## src/rtl/pidc_pkg.sv

```systemverilog
`timescale 1ns / 1ps

package pidc_pkg;

    localparam int DEF_DATA_WIDTH     = 16;
    localparam int DEF_GAIN_WIDTH     = 24;
    localparam int DEF_GAIN_FRAC_BITS = 12;
    localparam int DEF_SUM_WIDTH      = 40;

    localparam int CFG_INDEX_WIDTH = 3;

    typedef enum logic [CFG_INDEX_WIDTH-1:0] {
        REG_PROP_GAIN      = 3'd0,
        REG_INTEGRAL_GAIN  = 3'd1,
        REG_DERIV_GAIN     = 3'd2,
        REG_BIAS_OFFSET    = 3'd3,
        REG_INTEGRAL_LIMIT = 3'd4,
        REG_OUTPUT_LIMIT   = 3'd5
    } t_reg_index;

    localparam logic KIND_SAMPLE  = 1'b0;
    localparam logic KIND_RESTART = 1'b1;

endpackage

```

## src/rtl/pidc_sat.sv

```systemverilog
`timescale 1ns / 1ps

module pidc_sat import pidc_pkg::*; #(
    parameter int IN_WIDTH  = 2 * DEF_DATA_WIDTH,
    parameter int LIM_WIDTH = DEF_DATA_WIDTH - 1
) (
    input  logic signed [IN_WIDTH-1:0]  i_value,
    input  logic        [LIM_WIDTH-1:0] i_limit,
    output logic signed [LIM_WIDTH:0]   o_value
);

    logic signed [IN_WIDTH-1:0] lim_pos;
    logic signed [IN_WIDTH-1:0] lim_neg;

    assign lim_pos = $signed(IN_WIDTH'(i_limit));
    assign lim_neg = -lim_pos;

    always_comb begin
        if (i_value > lim_pos) begin
            o_value = lim_pos[LIM_WIDTH:0];
        end else if (i_value < lim_neg) begin
            o_value = lim_neg[LIM_WIDTH:0];
        end else begin
            o_value = i_value[LIM_WIDTH:0];
        end
    end

endmodule

```

## config.mk

```make
export PLATFORM = sky130hd
export DESIGN_NAME = pidc_sat
export DESIGN_NICKNAME = d
export VERILOG_FILES = /design/src/rtl/pidc_pkg.sv /design/src/rtl/pidc_sat.sv
export SDC_FILE = /design/constraint.sdc
export NUM_CORES = 1
export LEC_CHECK = 0
export BUFFER_PORTS_ARGS = -buffer_cell sky130_fd_sc_hd__buf_2
export CORE_MARGIN = 3
export CORE_UTILIZATION = 45
export DETAILED_ROUTE_END_ITERATION = 6
export GPL_ROUTABILITY_DRIVEN = 0
export PLACE_DENSITY = 0.8
export SLEW_MARGIN = 20
export SYNTH_ARGS = -nofsm -noshare
export SYNTH_HDL_FRONTEND = slang
export SYNTH_SLANG_ARGS = --single-unit
export TNS_END_PERCENT = 1
```

## constraint.sdc

```tcl
create_clock -name vclk -period 6.13
set_input_delay 0.3065 -clock vclk [all_inputs]
set_output_delay 0.3065 -clock vclk [all_outputs]
set_load 0.01 [all_outputs]
```

# After elaboration in Yosys (flattened, before gate mapping)
# Index checks and enable logic that the tools add are counted.
# totals
reg_bits,0
in_bits,47
elab_cells,5
# op_classes
n_addsub,1
order_cmp,2
mux,2
# op_table
op,n
greater-than comparator 32 x 16 -> 1 bit,1
less-than comparator 32 bit,1
2-to-1 mux 16 bit,2
negator 15 -> 32 bit,1

# Depth between registers and ports, before layout
# Gate-level depths: netlist (run 1).
# logic_depth
ltp_word,4
depth_mapped,20

# Worst setup path before layout (run 1)
# OpenSTA, ideal clock, no wires.
# synth_timing
path_kind,input to output
startpoint,input i_limit[1]
endpoint,output o_value[12]
t_arrival_ns,4.573
path_slack_ns,1.250
cell_stages,20
cell_sequence,inv_1 ha_1 or3b_1 or3_1 or3_1 or3_1 clkbuf_1 nor3_1 ha_1 inv_1 ha_1 nand4_1 nor3_1 and2_0 a311oi_1 o21ai_0 buf_2 clkbuf_1 nor3_1 a211oi_1
# synth_between
elab_chain_cells,4
# synth_lines
item,line_no,rtl
from (decl),pidc_sat.sv:8,"input logic [LIM_WIDTH-1:0] i_limit,"
negator 15 -> 32 bit,pidc_sat.sv:16,assign lim_neg = -lim_pos;
less-than comparator 32 bit,pidc_sat.sv:21,end else if (i_value < lim_neg) begin
2-to-1 mux 16 bit,pidc_sat.sv:21,
2-to-1 mux 16 bit *,pidc_sat.sv:19,if (i_value > lim_pos) begin
to (decl),pidc_sat.sv:9,output logic signed [LIM_WIDTH:0] o_value
# Mark *: on every way between the ends. The rest lies on a longest branch, timed or not.

# Worst setup path after layout (run 1)
# layout_timing
startpoint,input i_limit[1]
endpoint,output o_value[6]
# The elaborated chain is that of the path after synthesis.

==> flow_summary_export.csv, run 1 <==
group,metric,value,unit
timing,timing.fmax,0.188,GHz
timing,setup_viol,0,
synth,synth-simple-area-share,28.2,%
timing,maxSlewViolCount,0,
clock_network,cts_resized,0,
synth,synth_commonest_cells,"ha_1, nand2_1, a21oi_1",
timing,holdWs,964,ps
synth,synth_top_family_by_area,"adder cells",
grt,grt_use_total,19.5,%
cells_and_area,nets,421,
route,route.antenna.remaining_nets,0,
place,dp_hpwl,4240,µm
power,irDropWorstVdd,30.4,µV
timing,rsz0062_at_grt,"no",
grt,antenna_found_initial,0,
clock_network,post_cts_buffers,0,
critical_path,crit_chain,"buf_2, inv_1, ha_1, or3b_1, or3_1, or3_1, or3_1, nor3_1, ha_1, inv_1, ha_1, nand4_1, nor3_1, and2_0, a311oi_1, o21ai_2, buf_4, mux2i_1, a211oi_1, buf_2",
grt,grt_max_degree,33,
grt,grt_overflow,0,
critical_path,critPathSlowestCell,"or3_1",
critical_path,crit_buf_inv,5,
critical_path,arrival,5000,ps
die,initial_core_util,49.2,%
min_path,hold_class,"in2out",
cells_and_area,n_fill_cell,395,
route,drt-vias-per-instance,5.80,
synth,yosysMostFrequentCell,"ha_1",
cells_and_area,regArea,0,µm²
synth,ys.warnings.count,0,
die,dieArea,5030,µm²
power,power_density,57.5,nW/µm²
grt,grt_pass1_vias,1986,
timing,relSlewSlack,48.7,%
cells_and_area,num_antenna_cells,0,
critical_path,worstSetupPathType,"in2out",
die,die_h,70.9,µm
die,num_io_pins,63,
critical_path,worstPathMaxFanout,18,
synth,synth_top_cell_by_area,"ha_1",
synth,yosys-top-cells-area,"ha_1, mux2i_1, a21oi_1",
critical_path,cp.required,5820,ps
cells_and_area,drive_gt1_share,21.9,%
cells_and_area,area_growth,17.6,%
synth,synthAdderAreaFrac,31.7,%
clock_network,cts_hold_buf,0,
synth,ys_types,42,
route,first_iter_violations,96,
flow_run,max_cap_violations,0,
synth,synth.area.mux_share,7.39,%
synth,synth_fp_nets,370,
grt,grt_pass1_wl,8690,µm
synth,ys_seq_area_share,0,%
timing,post-route-min-period,5310,ps
synth,synth_top_cell_area_share,31.7,%
timing,finalHoldViolCount,0,
die,num_rows,22,
outcome,outcome,"finished, final reports clean",
timing,tightest_slew,767,ps
place,io_buffers,63,
critical_path,critPathMaxStageDelay,500,ps
power,leakagePower,1.13,nW
timing,tns,0,ps
route,routed_wl,4980,µm
critical_path,critPathLaunchType,"primary input",
cells_and_area,design_area,2230,µm²
cells_and_area,flops_and_latches,0,
synth,synth_cells,275,
route,drc,0,
cells_and_area,fin_util,57.9,%
die,die_width,70.9,µm
synth,avgSynthCellArea,6.89,µm²
synth,synth_xor_area_share,3.23,%
cells_and_area,multi_input_area,1760,µm²
synth,synth_compound_area_share,21.4,%
cells_and_area,n_clock_buffer,0,
die,core_area,3850,µm²
critical_path,cp_top_family,"simple AND/OR/NAND/NOR gates",
route,vias,2158,
critical_path,crit_path_end_kind,"primary output",
route,first_pass_iters,4,
place,place_area,2220,µm²
synth,syn_area,1900,µm²
timing,timing.final.crit_share,86.6,%
route,avgRoutedWirePerCell,13.4,µm
[layout by cell type (no fill, tap or decap), types with 2 or more instances in the layout]
cell type / n
buf_2: 63
a211oi_1: 8
o22ai_1: 3
o21a_1: 2
a21oi_1: 25
xnor2_1: 6
nor4_1: 14
o21ai_0: 10
nor3_1: 15
mux2i_1: 14
ha_1: 48
o221ai_1: 3
nand3_1: 4
nand2b_1: 2
nand4_1: 8
or3_1: 8
nand2_1: 30
inv_1: 22
buf_4: 2
a21o_1: 3
nor2_1: 14
[routing by layer]
metal	share of wire, %	GRT usage (%)	up-vias
met5	0	0	-
met4	0.36	0.626	0
met3	3.5	0.284	2
met2	48	35.2	45
met1	48	27.4	980
li1	-	-	1131
[kinds of logic after synthesis]
| family | count (synthesis) |
|---|---|
| buffers and inverters | 38 |
| AO/OA/AOI/OAI | 65 |
| multiplexers | 14 |
| adder cells (fa/ha/maj) | 48 |
| AND/OR/NAND/NOR | 103 |
| XOR/XNOR | 7 |
[final timing paths]
kind  slack (ps)  cells after the start  startpoint          to
max          820                     20  i_limit[1]  o_value[6]
min          960                      4  i_value[0]  o_value[0]
[where the power goes]
part | switching [W] | internal [W] | total, W
combinational | 0.0000734 | 0.0000548 | 0.000128
clock | 0 | 0 | 0
sequential | 0 | 0 | 0
[per-stage QoR]
step | instances | power, W | setup slack (ps)
2_1_floorplan | 275 | 0.0000793 | 1250
3_3_place_gp | 372 | 0.000124 | 1020
3_5_place_dp | 372 | 0.000128 | 866
4_1_cts | 372 | 0.000128 | 860
5_1_grt | 372 | 0.000146 | 389
6_report | 372 | 0.000128 | 822
[cell type report]
type / count / area share (%)
Multi-Input combinational cell: 237 / 78.8
Timing Repair Buffer: 65 / 14.8
Tap cell: 48 / 2.69
Inverter: 22 / 3.70
Note: power is estimated with default switching activity, not from simulation.
==> inputs of run 2 (changes only) <==
--- a/config.mk
+++ b/config.mk
@@ -6,7 +6,6 @@
 export NUM_CORES = 1
 export LEC_CHECK = 0
 export BUFFER_PORTS_ARGS = -buffer_cell sky130_fd_sc_hd__buf_2
-export CORE_MARGIN = 3
 export CORE_UTILIZATION = 45
 export DETAILED_ROUTE_END_ITERATION = 6
 export GPL_ROUTABILITY_DRIVEN = 0
==> flow_summary_export.csv, run 2 (synthesis gave the netlist of run 1 again) <==
group,metric,value,unit
outcome,outcome,"finished, final reports clean",
grt,grt_overflow,0,
cells_and_area,regArea,0,µm²
grt,grt_pass1_wl,7890,µm
grt,grt_use_total,21.8,%
place,dp_hpwl,4050,µm
critical_path,critPathMaxStageDelay,490,ps
route,drc,0,
power,leakagePower,1.13,nW
critical_path,crit_path_end_kind,"primary output",
power,power_density,56.9,nW/µm²
cells_and_area,flops_and_latches,0,
cells_and_area,nets,421,
timing,setup_viol,0,
critical_path,worstPathMaxFanout,14,
cells_and_area,num_antenna_cells,0,
timing,maxSlewViolCount,0,
timing,setup_ws,931,ps
die,num_io_pins,63,
cells_and_area,multi_input_area,1760,µm²
critical_path,critPathSlowestCell,"or3_1",
die,die_h,66.9,µm
place,dp_cells,374,
cells_and_area,final_cell_mix,"buf_2, ha_1, nand2_1",
place,dp_slack,964,ps
grt,grt_max_degree,33,
critical_path,crit_chain,"buf_2, inv_1, ha_1, or3b_1, or3_1, or3_1, or3_1, nor3_1, ha_1, inv_1, ha_1, nand4_1, nor3_1, and2_0, a311oi_1, o21ai_2, buf_4, mux2i_1, a211oi_1, buf_2",
critical_path,worstSetupPathType,"in2out",
timing,finalHoldViolCount,0,
die,initial_core_util,47.0,%
grt,grt_pass1_vias,1945,
min_path,hold_class,"in2out",
route,drt-vias-per-instance,5.72,
timing,tightest_slew,790,ps
route,route.antenna.remaining_nets,0,
cells_and_area,drive_gt1_share,21.9,%
die,dieArea,4480,µm²
clock_network,cts_resized,0,
timing,tns,0,ps
critical_path,arrival,4890,ps
cells_and_area,n_fill_cell,422,
timing,timing.final.crit_share,84.8,%
route,first_iter_violations,61,
route,routed_wl,4740,µm
cells_and_area,n_clock_buffer,0,
place,io_buffers,63,
timing,rsz0062_at_grt,"no",
route,first_pass_iters,4,
cells_and_area,area_growth,17.8,%
timing,relSlewSlack,47.2,%
route,vias,2141,
die,core_area,4030,µm²
timing,timing.fmax,0.192,GHz
critical_path,critPathLaunchType,"primary input",
route,avgRoutedWirePerCell,12.7,µm
timing,post-route-min-period,5200,ps
die,num_rows,23,
cells_and_area,fin_util,55.4,%
clock_network,post_cts_buffers,0,
cells_and_area,stdcell_count,374,
clock_network,cts_hold_buf,0,
power,irDropWorstVdd,29.0,µV
critical_path,cp.required,5820,ps
grt,antenna_found_initial,0,
power,power,0.000127,W
flow_run,max_cap_violations,0,
cells_and_area,final_common_cell,"buf_2",
die,die_width,66.9,µm
run 2: cell counts in the layout (fill, tap and decap cells not counted):
No cell type changed its count.
run 2: through the flow:
step | hold slack [ps] | instance area [µm²]
after floorplan | 761 | 1900
after global placement | 972 | 2220
after detailed placement | 972 | 2230
after CTS | 975 | 2230
after global routing | 1000 | 2230
final | 970 | 2230
run 2: cell type report:
cell class,instances,share of cell area (%)
multi-input combinational,237,78.7
timing repair buffer,65,14.8
tap,50,2.80
inverter,22,3.70
run 2: critical path: cells and delay by family:
| family | cells | cell delay, ps |
|---|---|---|
| buf+inv | 5 | 640 |
| compound gates | 3 | 740 |
| mux | 1 | 130 |
| simple gates | 8 | 2330 |
| fa+ha+maj | 3 | 730 |
run 2: worst paths after layout:
kind	depth (start not counted)	end	slack (ps)	start
worst max-delay path	20	o_value[6]	930	i_limit[1]
worst min-delay path	4	o_value[1]	970	i_value[1]
run 2: metal layers:
layer | vias up | routed length [µm] | GRT usage, %
met5 | - | 0 | 0
met4 | 0 | 68 | 4.26
met3 | 6 | 194 | 0.342
met2 | 47 | 2200 | 39.0
met1 | 952 | 2280 | 28.9
li1 | 1136 | - | -
run 2: power breakdown:
part / total (W) / internal [W] / switching [W]
sequential: 0 / 0 / 0
combinational: 0.000127 / 0.0000546 / 0.0000724
clock: 0 / 0 / 0
